### src/sv/msst_pkg.sv
// shared types, constants and helpers for the timer slot table
// used by msst_cell and multi_slot_software_timer_table; no dependencies
package msst_pkg;

    localparam int TIMER_SLOTS = 16;
    localparam int IDX_W = (TIMER_SLOTS > 1) ? $clog2(TIMER_SLOTS) : 1;
    localparam int SLOT_W = 4;
    localparam int CMP_W = (IDX_W > SLOT_W) ? IDX_W : SLOT_W;

    typedef enum logic [1:0] {
        MODE_ADD     = 2'd0,
        MODE_CLEAR   = 2'd1,
        MODE_SERVICE = 2'd2
    } t_mode;

    typedef enum logic [2:0] {
        KIND_ADDED   = 3'd0,
        KIND_FULL    = 3'd1,
        KIND_CLEARED = 3'd2,
        KIND_FIRED   = 3'd3,
        KIND_DONE    = 3'd4
    } t_kind;

    typedef struct packed {
        t_mode              mode;
        logic [31:0]        now_ms;
        logic [31:0]        interval_ms;
        logic               periodic;
        logic [SLOT_W-1:0]  slot_id;
    } t_cmd;

    typedef struct packed {
        t_kind              kind;
        logic [SLOT_W-1:0]  slot;
        logic               last;
    } t_res;

    // transaction token walking the cell row
    typedef struct packed {
        logic               valid;
        t_cmd               cmd;
        logic               hit;   // add: a slot was claimed upstream
        logic               fire;  // service: the cell just passed fired
        logic [SLOT_W-1:0]  slot;
    } t_tok;

    // slot number as reported, modulo 16
    function automatic logic [SLOT_W-1:0] slot_code(input logic [IDX_W-1:0] idx);
        logic [CMP_W-1:0] ext;
        ext = CMP_W'(idx);
        return ext[SLOT_W-1:0];
    endfunction

    function automatic logic id_match(input logic [SLOT_W-1:0] sid,
                                      input logic [IDX_W-1:0] idx);
        return CMP_W'(sid) == CMP_W'(idx);
    endfunction

endpackage

### src/sv/msst_cell.sv
// one timer slot: holds its state and passes the token on to the next cell
// depends on msst_pkg
module msst_cell (
    input  logic                        i_clk,
    input  logic                        i_rst_n,
    input  logic [msst_pkg::IDX_W-1:0]  i_idx,
    input  msst_pkg::t_tok              i_tok,
    output msst_pkg::t_tok              o_tok
);

    logic           r_active, n_active;
    logic [31:0]    r_start, n_start;
    logic [31:0]    r_period, n_period;
    logic           r_repeat, n_repeat;
    msst_pkg::t_tok r_tok, n_tok;
    logic [31:0]    elapsed;

    assign elapsed = i_tok.cmd.now_ms - r_start;

    always_comb begin
        n_active = r_active;
        n_start  = r_start;
        n_period = r_period;
        n_repeat = r_repeat;
        n_tok      = i_tok;
        n_tok.fire = 1'b0;
        if (i_tok.valid) begin
            case (i_tok.cmd.mode)
                msst_pkg::MODE_ADD: begin
                    if (!i_tok.hit && !r_active) begin
                        n_active  = 1'b1;
                        n_start   = i_tok.cmd.now_ms;
                        n_period  = i_tok.cmd.interval_ms;
                        n_repeat  = i_tok.cmd.periodic;
                        n_tok.hit  = 1'b1;
                        n_tok.slot = msst_pkg::slot_code(i_idx);
                    end
                end
                msst_pkg::MODE_CLEAR: begin
                    if (msst_pkg::id_match(i_tok.cmd.slot_id, i_idx)) begin
                        n_active = 1'b0;
                    end
                end
                msst_pkg::MODE_SERVICE: begin
                    if (r_active && (elapsed >= r_period)) begin
                        n_tok.fire = 1'b1;
                        n_tok.slot = msst_pkg::slot_code(i_idx);
                        if (r_repeat) begin
                            n_start = i_tok.cmd.now_ms;
                        end else begin
                            n_active = 1'b0;
                        end
                    end
                end
                default: begin
                end
            endcase
        end
    end

    always_ff @(posedge i_clk) begin
        if (!i_rst_n) begin
            r_active    <= 1'b0;
            r_tok.valid <= 1'b0;
        end else begin
            r_active    <= n_active;
            r_tok.valid <= n_tok.valid;
        end
        r_start    <= n_start;
        r_period   <= n_period;
        r_repeat   <= n_repeat;
        r_tok.cmd  <= n_tok.cmd;
        r_tok.hit  <= n_tok.hit;
        r_tok.fire <= n_tok.fire;
        r_tok.slot <= n_tok.slot;
    end

    assign o_tok = r_tok;

endmodule

### src/sv/multi_slot_software_timer_table.sv
// timer slot table: a row of TIMER_SLOTS cells, one per slot; depends on msst_pkg, msst_cell
// start is registered into a token that walks the cell row; the closing result is registered
// after the last cell. A new transaction is taken only while busy is low; busy holds while the token
// walks the cell row one cell per cycle and through the closing result
// results are strobed for one cycle, fired ones in slot order; the receiver cannot stall
// reset: synchronous, clears every slot to inactive at once
module multi_slot_software_timer_table (
    input  logic            i_clk,
    input  logic            i_rst_n,
    input  logic            start,
    input  msst_pkg::t_cmd  i_cmd,
    output logic            busy,
    output logic            o_strobe,
    output msst_pkg::t_res  o_res
);

    msst_pkg::t_tok w_tok [0:msst_pkg::TIMER_SLOTS];
    msst_pkg::t_tok r_tok0;
    logic           r_fin_vld;
    msst_pkg::t_tok r_fin_tok;
    logic           fin_take;

    always_ff @(posedge i_clk) begin
        if (!i_rst_n) begin
            r_tok0.valid <= 1'b0;
        end else begin
            r_tok0.valid <= start && !busy;
        end
        r_tok0.cmd  <= i_cmd;
        r_tok0.hit  <= 1'b0;
        r_tok0.fire <= 1'b0;
        r_tok0.slot <= '0;
    end

    assign w_tok[0] = r_tok0;

    for (genvar k = 0; k < msst_pkg::TIMER_SLOTS; k++) begin : g_cell
        msst_cell u_cell (
            .i_clk   (i_clk),
            .i_rst_n (i_rst_n),
            .i_idx   (msst_pkg::IDX_W'(k)),
            .i_tok   (w_tok[k]),
            .o_tok   (w_tok[k+1])
        );
    end

    // unused mode walks the row but closes with no result
    assign fin_take = w_tok[msst_pkg::TIMER_SLOTS].valid &&
        (w_tok[msst_pkg::TIMER_SLOTS].cmd.mode == msst_pkg::MODE_ADD ||
         w_tok[msst_pkg::TIMER_SLOTS].cmd.mode == msst_pkg::MODE_CLEAR ||
         w_tok[msst_pkg::TIMER_SLOTS].cmd.mode == msst_pkg::MODE_SERVICE);

    always_ff @(posedge i_clk) begin
        if (!i_rst_n) begin
            r_fin_vld <= 1'b0;
        end else begin
            r_fin_vld <= fin_take;
        end
        r_fin_tok <= w_tok[msst_pkg::TIMER_SLOTS];
    end

    always_comb begin
        busy = r_fin_vld;
        for (int k = 0; k <= msst_pkg::TIMER_SLOTS; k++) begin
            busy = busy | w_tok[k].valid;
        end
    end

    always_comb begin
        o_strobe = 1'b0;
        o_res    = '0;
        for (int k = 1; k <= msst_pkg::TIMER_SLOTS; k++) begin
            if (w_tok[k].valid && w_tok[k].fire) begin
                o_strobe   = 1'b1;
                o_res.kind = msst_pkg::KIND_FIRED;
                o_res.slot = w_tok[k].slot;
                o_res.last = 1'b0;
            end
        end
        if (r_fin_vld) begin
            o_strobe   = 1'b1;
            o_res.last = 1'b1;
            case (r_fin_tok.cmd.mode)
                msst_pkg::MODE_ADD: begin
                    if (r_fin_tok.hit) begin
                        o_res.kind = msst_pkg::KIND_ADDED;
                        o_res.slot = r_fin_tok.slot;
                    end else begin
                        o_res.kind = msst_pkg::KIND_FULL;
                        o_res.slot = '0;
                    end
                end
                msst_pkg::MODE_CLEAR: begin
                    o_res.kind = msst_pkg::KIND_CLEARED;
                    o_res.slot = r_fin_tok.cmd.slot_id;
                end
                default: begin
                    o_res.kind = msst_pkg::KIND_DONE;
                    o_res.slot = '0;
                end
            endcase
        end
    end

    logic [msst_pkg::TIMER_SLOTS+1:0] tok_vld_vec;

    always_comb begin
        tok_vld_vec[msst_pkg::TIMER_SLOTS+1] = r_fin_vld;
        for (int k = 0; k <= msst_pkg::TIMER_SLOTS; k++) begin
            tok_vld_vec[k] = w_tok[k].valid;
        end
    end

    // only one transaction is ever in the row
    a_one_token: assert property (@(posedge i_clk) disable iff (!i_rst_n)
        $onehot0(tok_vld_vec))
        else $error("more than one token in the cell row");

    a_busy_after_start: assert property (@(posedge i_clk) disable iff (!i_rst_n)
        start && !busy |=> busy)
        else $error("accepted transaction not tracked as busy");

    a_idle_after_last: assert property (@(posedge i_clk) disable iff (!i_rst_n)
        o_strobe && o_res.last |=> !busy)
        else $error("block still busy after final result");

    a_fire_not_last: assert property (@(posedge i_clk) disable iff (!i_rst_n)
        r_fin_vld |-> !(w_tok[msst_pkg::TIMER_SLOTS].valid && w_tok[msst_pkg::TIMER_SLOTS].fire))
        else $error("fired result collides with closing result");

endmodule
### config.mk
export PLATFORM = sky130hd
export DESIGN_NAME = multi_slot_software_timer_table
export DESIGN_NICKNAME = d
export VERILOG_FILES = /design/src/sv/msst_pkg.sv /design/src/sv/msst_cell.sv /design/src/sv/multi_slot_software_timer_table.sv
export SDC_FILE = /design/constraint.sdc
export NUM_CORES = 2
export LEC_CHECK = 0
export CAP_MARGIN = 5
export CORE_MARGIN = 2
export CORE_UTILIZATION = 35
export CTS_CLUSTER_DIAMETER = 80
export DETAILED_ROUTE_END_ITERATION = 7
export DONT_BUFFER_PORTS = 1
export PLACE_DENSITY = 0.57
export REMOVE_ABC_BUFFERS = 1
export SYNTH_ARGS = -nofsm -noshare
export SYNTH_HDL_FRONTEND = slang
export SYNTH_HIERARCHICAL = 1
export SYNTH_SLANG_ARGS = --single-unit
### constraint.sdc
create_clock -name i_clk -period 17.9 [get_ports i_clk]
set_input_delay 0.895 -clock i_clk [delete_from_list [all_inputs] [get_ports i_clk]]
set_output_delay 0.895 -clock i_clk [all_outputs]
set_load 0.1 [all_outputs]
; Yosys cells after proc, flatten, opt, wreduce, memory -nomap -nowiden
; Index checks and enable logic that the tools add are counted.
[totals]
reg_bits = 2323
out_inout_bits = 10
[op_classes]
addsub = 16
reduce_logical = 198
muxes = 286
eq_ne = 130
bitwise = 18
n_lt_le_gt_ge = 16
[ops]
columns = op, count
row1 = $mux W32, 48
row2 = $pmux W32 S2, 16
row3 = $ge A32 B32 Y1, 16
row4 = $sub A32 B32 Y32, 16
row5 = $mux W8, 16
row6 = $mux W1, 126
row7 = $ne A2 B1 Y1 const B, 63
row8 = $pmux W4 S2, 15
row9 = $mux W6, 15
row10 = $reduce_and A6 Y1, 15
row11 = $mux W5, 17
row12 = $reduce_and A5 Y1, 17
row13 = $mux W4, 15
row14 = $logic_and A1 B1 Y1, 49
row15 = $pmux W1 S3, 16
row16 = $reduce_and A3 Y1, 16
row17 = $reduce_bool A3 Y1, 16
row18 = $eq A2 B1 Y1 const B, 18
row19 = $logic_not A2 Y1, 18
row20 = $eq A2 B2 Y1 const B, 17
row21 = $ne A2 B2 Y1 const B, 17
row22 = $reduce_and A2 Y1, 17
row23 = $eq A4 B4 Y1 const B, 8
row24 = $reduce_bool A2 Y1, 16
row25 = other kinds (10), 61

; Longest topological paths before layout
[logic_depth]
depth_word = 19
ltp_mapped = 21
ltp_nobuf = 21

; Hierarchy
; The synthesis kept the hierarchy.
[by_module_without_submodules]
columns = module, area_each_um2, cells_per_inst, n_inst
row1 = msst_cell at g_cell[11].u_cell ..., 6591.3, 591, 6
row2 = msst_cell at g_cell[0].u_cell ..., 6490.0, 575, 5
row3 = msst_cell at g_cell[7].u_cell ..., 6463.7, 562, 3
row4 = msst_cell at g_cell[15].u_cell, 6488.7, 578, 1
row5 = msst_cell at g_cell[6].u_cell, 6341.1, 543, 1
row6 = multi_slot_software_timer_table, 2706.3, 256, 1

; Least setup slack after synthesis
; No wires, ideal clock.
[synth_timing]
kind = reg2reg
from = reg g_cell[5].u_cell.r_tok (netlist bit g_cell[5].u_cell/o_tok[43])
to = reg g_cell[6].u_cell.r_start[0], enable pin
synth_period_minus_slack_ns = 5.846
stages_incl_launch_ff = 20
slack_ns = 12.054
required_time_ns = 17.468
arrival_ns = 5.414
path_buffers = 0
setup_ns = 0.432
path_cell_list = dfxtp_1 inv_1 ha_1 inv_1 fa_1 a21o_1 a21oi_2 nor2b_1 o31a_1 a221oi_4 o21ai_2 or3_1 a221oi_1 ha_1 nand4_1 nor3_1 nor4b_1 a21oi_2 nand3b_1 a21oi_1
[synth_via]
elab_chain_len = 5
[synth_rtl]
columns = item, line
row1 = from (decl), msst_cell.sv:15  ; msst_pkg::t_tok r_tok, n_tok;
row2 = $sub A32 B32 Y32, msst_cell.sv:18  ; assign elapsed = i_tok.cmd.now_ms - r_start;
row3 = $ge A32 B32 Y1, msst_cell.sv:45  ; if (r_active && (elapsed >= r_period)) begin
row4 = $logic_and A1 B1 Y1, msst_cell.sv:45
row5 = $ne A2 B1 Y1 (no line), n/a
row6 = $reduce_and A5 Y1 (no line), n/a
row7 = to (signal assigned), msst_cell.sv:69  ; r_start <= n_start;
row8 = to (decl), msst_cell.sv:12  ; logic [31:0] r_start, n_start;
; Every way passes these cells.
; A chain may end at the register's enable or synchronous reset.

; Worst setup path after layout
[layout_timing]
from = reg g_cell[14].u_cell.r_start[1]
to = reg g_cell[14].u_cell.r_start[2], enable pin
[layout_via]
elab_chain_len = 5
[layout_rtl]
columns = item, line
row1 = from (decl), msst_cell.sv:12
row2 = from (signal assigned), msst_cell.sv:69
row3 = $sub A32 B32 Y32, msst_cell.sv:18
row4 = $ge A32 B32 Y1, msst_cell.sv:45
row5 = $logic_and A1 B1 Y1, msst_cell.sv:45
row6 = $ne A2 B1 Y1 (no line), n/a
row7 = $reduce_and A5 Y1 (no line), n/a
; Every way passes these cells.

==> results.sh <==
export IMPL_route_met2_wl_um=126000
export IMPL_cts_sinks=2323
export IMPL_ff2ff_path_depth=18
export IMPL_syn_area_um2=106000
export IMPL_vias=68994
export IMPL_die_area_um2=306000
export IMPL_maxSlewHeadroom_pct=14.2
export IMPL_drc=0
export IMPL_switchingPower_mw=2.84
export IMPL_finalSetupViolCount=0
export IMPL_end_kind="flop"
export IMPL_routedWlPerCell_um=17.6
export IMPL_cts_buffer_depth=4
export IMPL_period_needed_ns=6.72
export IMPL_synthCells=9419
export IMPL_cp_required_ns=18.38
export IMPL_power_mw=12.2
export IMPL_post_route_cell_area_um2=121000
export IMPL_comb_power_share_pct=7.8
export IMPL_ys_warn_count=6
export IMPL_crit_type="flop to flop"
export IMPL_cp_max_fo=32
export IMPL_wl_um=247000
export IMPL_placedInstanceArea_um2=111000
export IMPL_place_congestion=0.902
export IMPL_hpwl_um=195000
export IMPL_hp_start="start"
export IMPL_drtIter0Drc=3024
export IMPL_clockPowerShare_pct=44.1
export IMPL_rsz0062_at_grt="false"
export IMPL_powerDensity_nw_per_um2=101
export IMPL_worstPathArrival_ns=7.20
export IMPL_max_freq_mhz=149
export IMPL_seq_power_share_pct=48.1
export IMPL_worstMarginPinSlew_ns=1.28
export IMPL_cts_buffers=249
export IMPL_cp_cell_sequence="inv_1 -> ha_1 -> nor2b_1 -> o31a_1 -> o31ai_1 -> o22ai_1 -> o21ai_0 -> and2_1 -> o211ai_1 -> ha_1 -> nand4_1 -> nor2_1 -> nand2_1 -> or3_1 -> a31oi_1 -> o211ai_1 -> a21oi_4 -> buf_4"
export IMPL_io_pins=84
export IMPL_r2r_start="g_cell[14].u_cell/r_start[1]"
export IMPL_crit_path_start_kind="flop"
export IMPL_ir_worst_vdd_v=0.0000856
export IMPL_post_cts_resized=0
export IMPL_dr_wl_met3_um=7840
export IMPL_crit_slowest_cell="a31oi_1"
export IMPL_hold_path_class="input pin to flop"
export IMPL_power_static_leakage_nw=51.7
export IMPL_grt_overflow_total=0
export IMPL_highest_layer="met4"
export IMPL_grt_max_degree=39
export IMPL_switching_share_pct=23.2
export IMPL_crit_start="g_cell[14].u_cell/r_start[1]"
export IMPL_coreArea_um2=300000
export IMPL_fin_skew_ns=0.0700
export IMPL_dr_pass1_iters=5
export IMPL_drv_slew=0
export IMPL_wl_met1_um=102000
export IMPL_track_usage_pct=15.8
export IMPL_grt_pass1_wl_um=385000
export IMPL_area_delta_synth_final_pct=14.2
export IMPL_dp_cells=13495
export IMPL_die_y_um=553
export IMPL_cts_tree="built"
export IMPL_drive_above_1_share_pct=6.97
export IMPL_cts_htree_levels=4
export IMPL_status="finished clean"
export IMPL_ant_nets=0
export IMPL_start_util_pct=35.2
export IMPL_numPortBuffers=0
export IMPL_root_buffer="clkbuf_16"
export IMPL_setup_tns_ns=0
export IMPL_max_cap_viol_count=0
export IMPL_hold_viol_final=0
export IMPL_antenna_found_initial=1
export IMPL_hold_path_cell_count=2
export IMPL_nNetsFinal=11021
export IMPL_rows=201
export IMPL_viasPerCell=4.92
export IMPL_grt_pass1_vias=70630
export IMPL_finalNonFillerCells=14024
export IMPL_cell_internal_pwr_mw=9.38
export IMPL_insertion_delay_ns=0.91
export IMPL_fin_util_pct=40.2
export IMPL_cpPeakStageDelay_ns=0.94
export IMPL_period_share_pct=37.5
export IMPL_cp_depth=18
export IMPL_crit_buf_inv=2
export IMPL_clkTransAtPathRegs_ns=0.06
export IMPL_syn_mean_instance_area_um2=11.2
export IMPL_die_w_um=553
export IMPL_cp_top_family="compound AO/OA/AOI/OAI gates"
registers in the layout, indices dropped and copies added (netlist names):
register,count
g_cell.u_cell/r_start,512
r_tok0,72
g_cell.u_cell/r_repeat,16
g_cell.u_cell/r_period,512
r_fin_vld,1
r_fin_tok,11
g_cell.u_cell/r_active,16
g_cell.u_cell/o_tok,1183
metal layers:
metal  up-vias  global-route usage (%)
li1      34464                       -
met1     32679                    18.0
met2      1315                    29.4
met3       536                    1.92
met4         0                    6.93
met5         -                       0
metrics by stage:
stage	worst slack (ns)	hold slack, ns
2_1_floorplan	12.05	0.310
3_3_place_gp	10.73	0.311
3_5_place_dp	10.92	0.313
4_1_cts	10.89	0.0398
5_1_grt	10.74	0.0674
6_report	11.18	0.134
repair_timing:
action	4_1_cts	5_1_grt
hold endpoints to repair	71	0
hold buffers	71	0
setup buffers	0	0
final cells by class:
class	count	area, um^2
fill	28368	179000
multi-input combinational	5946	44500
clock buffer	323	6900
clock inverter	134	1790
antenna	1	2.50
inverter	1241	4660
sequential	2323	56900
timing repair buffer	98	913
tap	3958	4950
worst paths after layout:
check | end | slack (ns)
setup / recovery | g_cell[14].u_cell/r_start[2] | 11.18
hold / removal | r_tok0[77] | 0.13
setup reg to reg | g_cell[14].u_cell/r_start[2] | 11.18
hold reg to reg | r_fin_tok[9] | 0.33
power by group through the flow:
stage	Sequential [mW]	Clock [mW]	Combinational (mW)
global route	5.89	5.76	1.07
CTS	5.87	5.56	0.956
finish	5.87	5.39	0.957
global placement	5.99	0	0.918
detailed placement	5.99	0	0.937
floorplan	5.89	0	0.721
cells in the final DEF, fill, tap and decap left out, types with 27 or more instances in the layout:
master,instances
a22o_1,65
nand2b_1,70
clkinv_2,36
a211oi_1,51
a22oi_1,75
dlygate4sd3_1,71
o31a_1,32
nor2_1,463
conb_1,206
clkbuf_1,44
o211ai_1,156
o21ai_0,356
ha_1,1072
nand3_1,150
a21o_1,296
and2_1,75
inv_1,1241
o22ai_1,27
o21bai_1,61
o31ai_1,54
a31oi_1,53
clkbuf_16,257
edfxtp_1,1040
buf_4,27
nor2b_1,68
nand2_1,483
nand4_1,148
or3_1,28
mux2i_1,40
a211o_1,34
o21a_1,101
xnor2_1,233
xor2_1,216
dfxtp_1,1282
and3_1,55
or2_2,41
a21oi_1,610
nor3_1,70
bufinv_16,37
worst register-to-register path, stage by stage, from the launching register on:
cell      delay, ns
edfxtp_1       0.37
inv_1          0.11
ha_1           0.24
nor2b_1        0.14
o31a_1         0.28
o31ai_1        0.70
o22ai_1        0.37
o21ai_0        0.46
and2_1         0.30
o211ai_1       0.22
ha_1           0.35
nand4_1        0.14
nor2_1         0.14
nand2_1        0.13
or3_1          0.46
a31oi_1        0.94
o211ai_1       0.33
a21oi_4        0.21
buf_4          0.43
(Power assumes the default switching activity.)
